--- src/sv/dq_pkg.sv ---
// ----------------------------------------------------------------------------
// Deque package
// Shared operation codes, status codes, controller states and field widths.
// ----------------------------------------------------------------------------
package dq_pkg;

    localparam int OPCODE_W    = 2;
    localparam int VALUE_W     = 32;
    localparam int STATUS_W    = 2;
    localparam int OCC_W       = 5;
    localparam int IN_TDATA_W  = 32;
    localparam int OUT_TDATA_W = 40;

    typedef enum logic [OPCODE_W-1:0] {
        OP_PUSH_FRONT = 2'd0,
        OP_PUSH_REAR  = 2'd1,
        OP_POP_FRONT  = 2'd2,
        OP_POP_REAR   = 2'd3
    } t_opcode;

    typedef enum logic [STATUS_W-1:0] {
        ST_DONE      = 2'd0,
        ST_UNDERFLOW = 2'd1,
        ST_OVERFLOW  = 2'd2
    } t_status;

    typedef enum logic [1:0] {
        S_IDLE = 2'd0,
        S_EXEC = 2'd1,
        S_OUT  = 2'd2
    } t_state;

    typedef struct packed {
        logic load;
        logic exec;
    } t_dq_cmd;

endpackage

--- src/sv/dq_ctrl.sv ---
// ----------------------------------------------------------------------------
// Deque controller
// Sequences one item at a time: take it, execute it, present the result.
// ----------------------------------------------------------------------------
module dq_ctrl (
    input  logic            i_clk,
    input  logic            i_rst_n,
    input  logic            i_s_tvalid,
    output logic            o_s_tready,
    output logic            o_m_tvalid,
    input  logic            i_m_tready,
    output dq_pkg::t_dq_cmd o_cmd
);
    import dq_pkg::*;

    t_state r_state;
    t_state n_state;

    always_ff @(posedge i_clk) begin
        if (!i_rst_n) begin
            r_state <= S_IDLE;
        end else begin
            r_state <= n_state;
        end
    end

    always_comb begin
        n_state = r_state;
        case (r_state)
            S_IDLE: begin
                if (i_s_tvalid) begin
                    n_state = S_EXEC;
                end
            end
            S_EXEC: begin
                n_state = S_OUT;
            end
            S_OUT: begin
                if (i_m_tready) begin
                    n_state = S_IDLE;
                end
            end
            default: begin
                n_state = S_IDLE;
            end
        endcase
    end

    always_comb begin
        o_s_tready = 1'b0;
        o_m_tvalid = 1'b0;
        o_cmd      = '0;
        case (r_state)
            S_IDLE: begin
                o_s_tready = 1'b1;
                o_cmd.load = i_s_tvalid;
            end
            S_EXEC: begin
                o_cmd.exec = 1'b1;
            end
            S_OUT: begin
                o_m_tvalid = 1'b1;
            end
            default: begin
                o_cmd = '0;
            end
        endcase
    end

endmodule

--- src/sv/dq_datapath.sv ---
// ----------------------------------------------------------------------------
// Deque datapath
// Circular slot memory with a front index and an occupancy count.
// ----------------------------------------------------------------------------
module dq_datapath #(
    parameter int DEPTH     = 16,
    parameter int WORD_BITS = 32
) (
    input  logic                         i_clk,
    input  logic                         i_rst_n,
    input  dq_pkg::t_dq_cmd              i_cmd,
    input  logic [dq_pkg::OPCODE_W-1:0]  i_opcode,
    input  logic [dq_pkg::VALUE_W-1:0]   i_push_value,
    output logic [dq_pkg::VALUE_W-1:0]   o_pop_value,
    output dq_pkg::t_status              o_status,
    output logic [dq_pkg::OCC_W-1:0]     o_occupancy
);
    import dq_pkg::*;

    localparam int IDX_W = (DEPTH > 1) ? $clog2(DEPTH) : 1;
    localparam int CNT_W = $clog2(DEPTH + 1);
    localparam int SB    = (WORD_BITS < VALUE_W) ? WORD_BITS : VALUE_W;

    logic [SB-1:0]    r_mem [DEPTH];
    t_opcode          r_op;
    logic [SB-1:0]    r_val;
    logic [IDX_W-1:0] r_front;
    logic [CNT_W-1:0] r_count;
    t_status          r_status;
    logic             r_pop_ok;
    logic [SB-1:0]    r_rd;

    logic             full;
    logic             empty;
    logic             is_push;
    logic [IDX_W-1:0] front_dec;
    logic [IDX_W-1:0] front_inc;
    logic [IDX_W:0]   rear_sum;
    logic [IDX_W-1:0] rear_pos;
    logic [IDX_W-1:0] addr;
    logic             do_write;
    logic             do_read;

    assign full    = (r_count == CNT_W'(DEPTH));
    assign empty   = (r_count == '0);
    assign is_push = (r_op == OP_PUSH_FRONT) || (r_op == OP_PUSH_REAR);

    assign front_dec = (r_front == '0) ? IDX_W'(DEPTH - 1) : r_front - 1'b1;
    assign front_inc = (r_front == IDX_W'(DEPTH - 1)) ? '0 : r_front + 1'b1;

    always_comb begin
        rear_sum = {1'b0, r_front} + (is_push ? (IDX_W+1)'(r_count)
                                              : (IDX_W+1)'(r_count - 1'b1));
        if (rear_sum >= (IDX_W+1)'(DEPTH)) begin
            rear_sum = rear_sum - (IDX_W+1)'(DEPTH);
        end
        rear_pos = rear_sum[IDX_W-1:0];
    end

    always_comb begin
        case (r_op)
            OP_PUSH_FRONT: addr = front_dec;
            OP_POP_FRONT:  addr = r_front;
            default:       addr = rear_pos;
        endcase
    end

    assign do_write = i_cmd.exec && is_push && !full;
    assign do_read  = i_cmd.exec && !is_push && !empty;

    always_ff @(posedge i_clk) begin
        if (do_write) begin
            r_mem[addr] <= r_val;
        end
        if (do_read) begin
            r_rd <= r_mem[addr];
        end
    end

    always_ff @(posedge i_clk) begin
        if (i_cmd.load) begin
            r_op  <= t_opcode'(i_opcode);
            r_val <= i_push_value[SB-1:0];
        end
        if (i_cmd.exec) begin
            r_pop_ok <= do_read;
            if (is_push) begin
                r_status <= full ? ST_OVERFLOW : ST_DONE;
            end else begin
                r_status <= empty ? ST_UNDERFLOW : ST_DONE;
            end
        end
    end

    always_ff @(posedge i_clk) begin
        if (!i_rst_n) begin
            r_front <= '0;
            r_count <= '0;
        end else begin
            if (do_write) begin
                r_count <= r_count + 1'b1;
                if (r_op == OP_PUSH_FRONT) begin
                    r_front <= front_dec;
                end
            end else if (do_read) begin
                r_count <= r_count - 1'b1;
                if (r_op == OP_POP_FRONT) begin
                    r_front <= front_inc;
                end
            end
        end
    end

    assign o_pop_value = r_pop_ok ? VALUE_W'(r_rd) : '0;
    assign o_status    = r_status;
    assign o_occupancy = OCC_W'(r_count);

`ifndef ASSERT_OFF
    a_count_range: assert property (@(posedge i_clk) disable iff (!i_rst_n)
        r_count <= CNT_W'(DEPTH))
        else $error("occupancy count exceeds depth");

    a_front_range: assert property (@(posedge i_clk) disable iff (!i_rst_n)
        r_front <= IDX_W'(DEPTH - 1))
        else $error("front index out of range");

    a_overflow: assert property (@(posedge i_clk) disable iff (!i_rst_n)
        i_cmd.exec && is_push && full |=>
            $stable(r_count) && $stable(r_front) && r_status == ST_OVERFLOW)
        else $error("push on full queue changed state");

    a_underflow: assert property (@(posedge i_clk) disable iff (!i_rst_n)
        i_cmd.exec && !is_push && empty |=>
            r_count == '0 && !r_pop_ok && r_status == ST_UNDERFLOW)
        else $error("pop on empty queue misreported");
`endif

endmodule

--- src/sv/double_ended_queue.sv ---
// ----------------------------------------------------------------------------
// Double-ended queue
// Circular-buffer deque of unsigned words with push and pop at either end.
// ----------------------------------------------------------------------------
// Each item is one operation and gives exactly one result item. The block
// handles one item at a time. An item is taken in the IDLE state and the slot
// memory is accessed in the EXEC state that follows. The result item is
// presented in the OUT state, which follows EXEC. The next item can be taken
// only after the result item has been accepted on i_m_tready and the
// controller is back in IDLE. This order is set by the registered read of the
// single-port slot memory and by the controller handling one item at a time.
// The slot memory needs no clearing pass after reset, so the block is ready
// as soon as reset is released.
module double_ended_queue #(
    parameter int DEPTH     = 16,
    parameter int WORD_BITS = 32
) (
    input  logic                            i_clk,
    input  logic                            i_rst_n,
    input  logic                            i_s_tvalid,
    output logic                            o_s_tready,
    // push_value[31:0]
    input  logic [dq_pkg::IN_TDATA_W-1:0]   i_s_tdata,
    // opcode[1:0]
    input  logic [dq_pkg::OPCODE_W-1:0]     i_s_tuser,
    output logic                            o_m_tvalid,
    input  logic                            i_m_tready,
    // pop_value[31:0], occupancy[36:32], zero fill[39:37]
    output logic [dq_pkg::OUT_TDATA_W-1:0]  o_m_tdata,
    // status[1:0]
    output logic [dq_pkg::STATUS_W-1:0]     o_m_tuser
);
    import dq_pkg::*;

    t_dq_cmd              cmd;
    logic [VALUE_W-1:0]   pop_value;
    t_status              status;
    logic [OCC_W-1:0]     occupancy;

    dq_ctrl u_ctrl (
        .i_clk      (i_clk),
        .i_rst_n    (i_rst_n),
        .i_s_tvalid (i_s_tvalid),
        .o_s_tready (o_s_tready),
        .o_m_tvalid (o_m_tvalid),
        .i_m_tready (i_m_tready),
        .o_cmd      (cmd)
    );

    dq_datapath #(
        .DEPTH     (DEPTH),
        .WORD_BITS (WORD_BITS)
    ) u_datapath (
        .i_clk        (i_clk),
        .i_rst_n      (i_rst_n),
        .i_cmd        (cmd),
        .i_opcode     (i_s_tuser),
        .i_push_value (i_s_tdata[VALUE_W-1:0]),
        .o_pop_value  (pop_value),
        .o_status     (status),
        .o_occupancy  (occupancy)
    );

    assign o_m_tdata = {{(OUT_TDATA_W - VALUE_W - OCC_W){1'b0}}, occupancy, pop_value};
    assign o_m_tuser = status;

endmodule
--- config.mk ---
export PLATFORM = sky130hd
export DESIGN_NAME = double_ended_queue
export DESIGN_NICKNAME = d
export VERILOG_FILES = /design/src/sv/dq_pkg.sv /design/src/sv/dq_ctrl.sv /design/src/sv/dq_datapath.sv /design/src/sv/double_ended_queue.sv
export SDC_FILE = /design/constraint.sdc
export NUM_CORES = 1
export LEC_CHECK = 0
export ABC_AREA = 1
export BUFFER_PORTS_ARGS = -buffer_cell sky130_fd_sc_hd__buf_4
export CORE_UTILIZATION = 45
export CTS_BUF_LIST = sky130_fd_sc_hd__clkbuf_16
export DETAILED_ROUTE_END_ITERATION = 12
export REMOVE_ABC_BUFFERS = 1
export SETUP_SLACK_MARGIN = 0.15
export SYNTH_ARGS = -nofsm -noshare
export SYNTH_HDL_FRONTEND = slang
export SYNTH_SLANG_ARGS = --single-unit
--- constraint.sdc ---
create_clock -name i_clk -period 7.6 [get_ports i_clk]
set_input_delay 2.28 -clock i_clk [delete_from_list [all_inputs] [get_ports i_clk]]
set_output_delay 2.28 -clock i_clk [all_outputs]
set_load 0.01 [all_outputs]
==> qor.yml <==
place:
  post_dp_cell_area_mm2: 0.0264
  gp_routability_congestion: 0.817
  port_buffers: 78
  hpwl_um: 33800
  preCtsSetupSlack_ns: 2.64
global_route:
  antenna_violations_before_repair: 0
  overflow: 0
  groute.usage.overall_pct: 23.0
  grt_first_pass_wirelength_um: 99200
  first_global_vias: 16553
  largest_net_degree_at_the_start_of_global_routing: 104
critical_path:
  timing.critical_path.required_ns: 7.80
  cp_data_arrival_time_ns: 5.16
  path_common_cell: "inv_1"
  timing.critical_path.buf_inv: 3
  crit_fanout: 77
  critical-path-slowest-cell: "nor2_4"
  worst_setup_path_start_kind: "flip-flop"
  timing_worst_setup_path_type: "flip-flop to flip-flop"
  crit_path_start: "u_datapath.o_occupancy[0]"
  r2r.worst_path.cells: 10
  reg2reg_from: "u_datapath.o_occupancy[0]"
  critical_path.cell_chain: "inv_1 -> ha_1 -> o21ai_0 -> inv_1 -> fa_1 -> a22oi_1 -> o21ai_4 -> inv_4 -> nand3_1 -> nor2_4"
  critical_path.max_stage_delay_ns: 1.05
  worst_setup_path_end_kind: "flip-flop"
  critPathTopFamily: "simple AND/OR/NAND/NOR gates"
  critical_path_depth: 10
floorplanning:
  die_width_um: 239
  overall_die_area_mm2: 0.0570
  vert_die_dim_um: 239
  placementRows: 86
  num_io_pins: 82
  core_mm2: 0.0552
  start_util_pct: 45.7
logic_synthesis:
  yosysTopAreaCellShare_pct: 69.1
  post-synth-top-count-cell: "nand2_1"
  synth_cells: 2406
  synth_edf_count: 581
  synthTopCellsByArea: "edfxtp_1 (69%), nand2_1 (19%), nand3_1 (5.4%)"
  synth.cells.most_frequent: "nand2_1 (1254), edfxtp_1 (581), nand3_1 (270), buf_2 (107), inv_1 (58)"
  yosys_warnings: 0
  synth_cell_types: 32
  post_synth.cell_area_avg_um2: 10.5
  synth_top_area_cell: "edfxtp_1"
  synth_async_sr_flop_share_pct: 0
  yosys_register_bits: 592
  postSynth.topFlopCell: "edfxtp_1"
  synth_seq_area_share_pct: 70.0
  synthesis.area_mm2: 0.0252
sta:
  post-route-worst-setup-slack_ns: 2.64
  hold_viol_final: 0
  final.period_utilization_pct: 65.2
  worst_slew_pin_slew_ns: 1.24
  final_max_slew_viol_count: 0
  hold_ws_ns: 0.513
  worst_slew_margin_rel_pct: 17.0
  finalCriticalPeriod_ns: 4.96
  worst_case_clock_skew_ns: 0.0187
  max_freq_mhz: 202
  grt_setup_unrepaired: "no"
  setup-violations-final: 0
power_and_ir_drop:
  cellInternalPower_uw: 5620
  share_seq_of_total_power_pct: 49.1
  net-switching-power_uw: 1960
  power_leakage_uw: 0.0118
  fin_total_pwr_uw: 7580
  pwr-share-comb_pct: 11.4
  vdd_ir_drop_max_v: 0.000177
  switching_portion_of_total_power_pct: 25.8
  relative_contribution_of_the_clock_network_to_total_power_pct: 39.5
  p_per_area_mw_per_mm2: 267
drt:
  antenna_left: 0
  detailedRoute.firstPassIterationCount: 5
  num_vias: 16964
  drc_errors: 0
  detail_route.wl_per_cell_um: 19.9
  first_iter_violations: 1420
  routed_via_density: 5.25
  wl_um: 64100
cts:
  cts_resized: 0
  cts_h_tree_depth: 3
  clockBufferDepth: 3
  worst_skew_pair.late_latency_ns: 0.59
  cts.sinks: 592
  tritoncts_clock_tree: "yes"
  holdBufCountCts: 0
  cts-buffers-inserted: 66
  cts.clk_slew.worst_paths_ns: 0.06
  cts_setup_buffers: 0
  cts.root.buffer_cell: "clkbuf_16"
hold_path:
  hold_class: "flip-flop to flip-flop"
  critical_hold_path_startpoint: "u_ctrl.r_state[1]"
  hold_critical_path_depth: 1
cells_and_area:
  finish.net_count: 2483
  antenna-diode-count: 0
  layout-area-overhead-vs-synth_pct: 12.4
  layout-drive-gt1-share_pct: 8.86
  finish.instance_area_mm2: 0.0284
outcome:
  outcome: "finished clean"
run:
  maxCapViolCount: 0
power groups by stage:
stage / sequential, uW / clock (uW) / combinational, uW
detailed placement: 3790 / 0 / 867
floorplan: 3750 / 0 / 583
global route: 3720 / 3160 / 979
finish: 3720 / 2990 / 865
CTS: 3720 / 3040 / 874
global placement: 3790 / 0 / 864
layout make-up:
| type | count | area, um^2 |
|---|---|---|
| tap | 748 | 936 |
| clock buffer | 69 | 1730 |
| inverter | 66 | 255 |
| fill | 4896 | 26800 |
| clock inverter | 44 | 275 |
| multi-input combinational | 1610 | 6750 |
| timing repair buffer | 101 | 758 |
| sequential | 592 | 17700 |
cells in the final DEF, fill, tap and decap left out, drive strengths merged, types with 3 or more instances in the layout:
| master | count |
|---|---|
| a21oi | 11 |
| a22oi | 3 |
| buf | 101 |
| bufinv | 3 |
| clkbuf | 69 |
| clkinv | 22 |
| conb | 3 |
| dfxtp | 11 |
| edfxtp | 581 |
| ha | 7 |
| inv | 85 |
| nand2 | 1256 |
| nand3 | 271 |
| nor2 | 26 |
| nor3 | 3 |
| o21ai | 17 |
| xor2 | 3 |
layer usage:
| layer | part of all wire [%] | up-vias | GRT usage (%) |
|---|---|---|---|
| met5 | 0 | - | 0 |
| met4 | 2.2 | 0 | 6.74 |
| met3 | 5.9 | 85 | 3.61 |
| met2 | 47 | 523 | 37.1 |
| met1 | 44 | 8290 | 32.3 |
| li1 | - | 8066 | - |
state kept, by name (all words and copies together), names as in the netlist:
signal and flops:
u_datapath.r_pop_ok 1, u_datapath.r_op 2, u_datapath.r_mem 512, u_datapath.o_status 2, u_datapath.o_occupancy 5, u_datapath.r_val 32, u_ctrl.r_state 2, u_datapath.r_front 4
u_datapath.r_rd 32
worst reg2reg max path, delay by kind of cell, from the launching register on:
family | cells | cell delay, ns
fa+ha+maj | 2 | 0.78
simple gates | 2 | 1.66
buf+inv | 3 | 0.95
compound gates | 3 | 0.74
flops | 1 | 0.43
cells by family (layout without fill, tap and decap cells):
family,after synthesis,in the layout,synth area share (%)
AO/OA/AOI/OAI,35,35,0.784
XOR/XNOR,5,5,0.174
adder cells (fa/ha/maj),8,8,0.426
buffers and inverters,206,280,3.91
flip-flops,592,592,70.0
other,1,3,0.0149
AND/OR/NAND/NOR,1559,1559,24.7
path summary, 6_finish.rpt:
kind	to	slack, ns
setup / recovery	u_datapath.r_mem[6][14]	2.64
hold / removal	u_ctrl.r_state[0]	0.51
setup reg to reg	u_datapath.r_mem[6][14]	2.64
hold reg to reg	u_ctrl.r_state[0]	0.51
through the flow:
| step | std cells | util (%) | setup TNS [ns] |
|---|---|---|---|
| after detailed placement | 3117 | 47.8 | 0 |
| after global placement | 3117 | 47.8 | 0 |
| final | 3230 | 51.4 | 0 |
| after floorplan | 2268 | - | -188.10 |
| after CTS | 3230 | 51.4 | 0 |
| after global routing | 3230 | 51.4 | 0 |
Power figures use the tool's default switching activity.
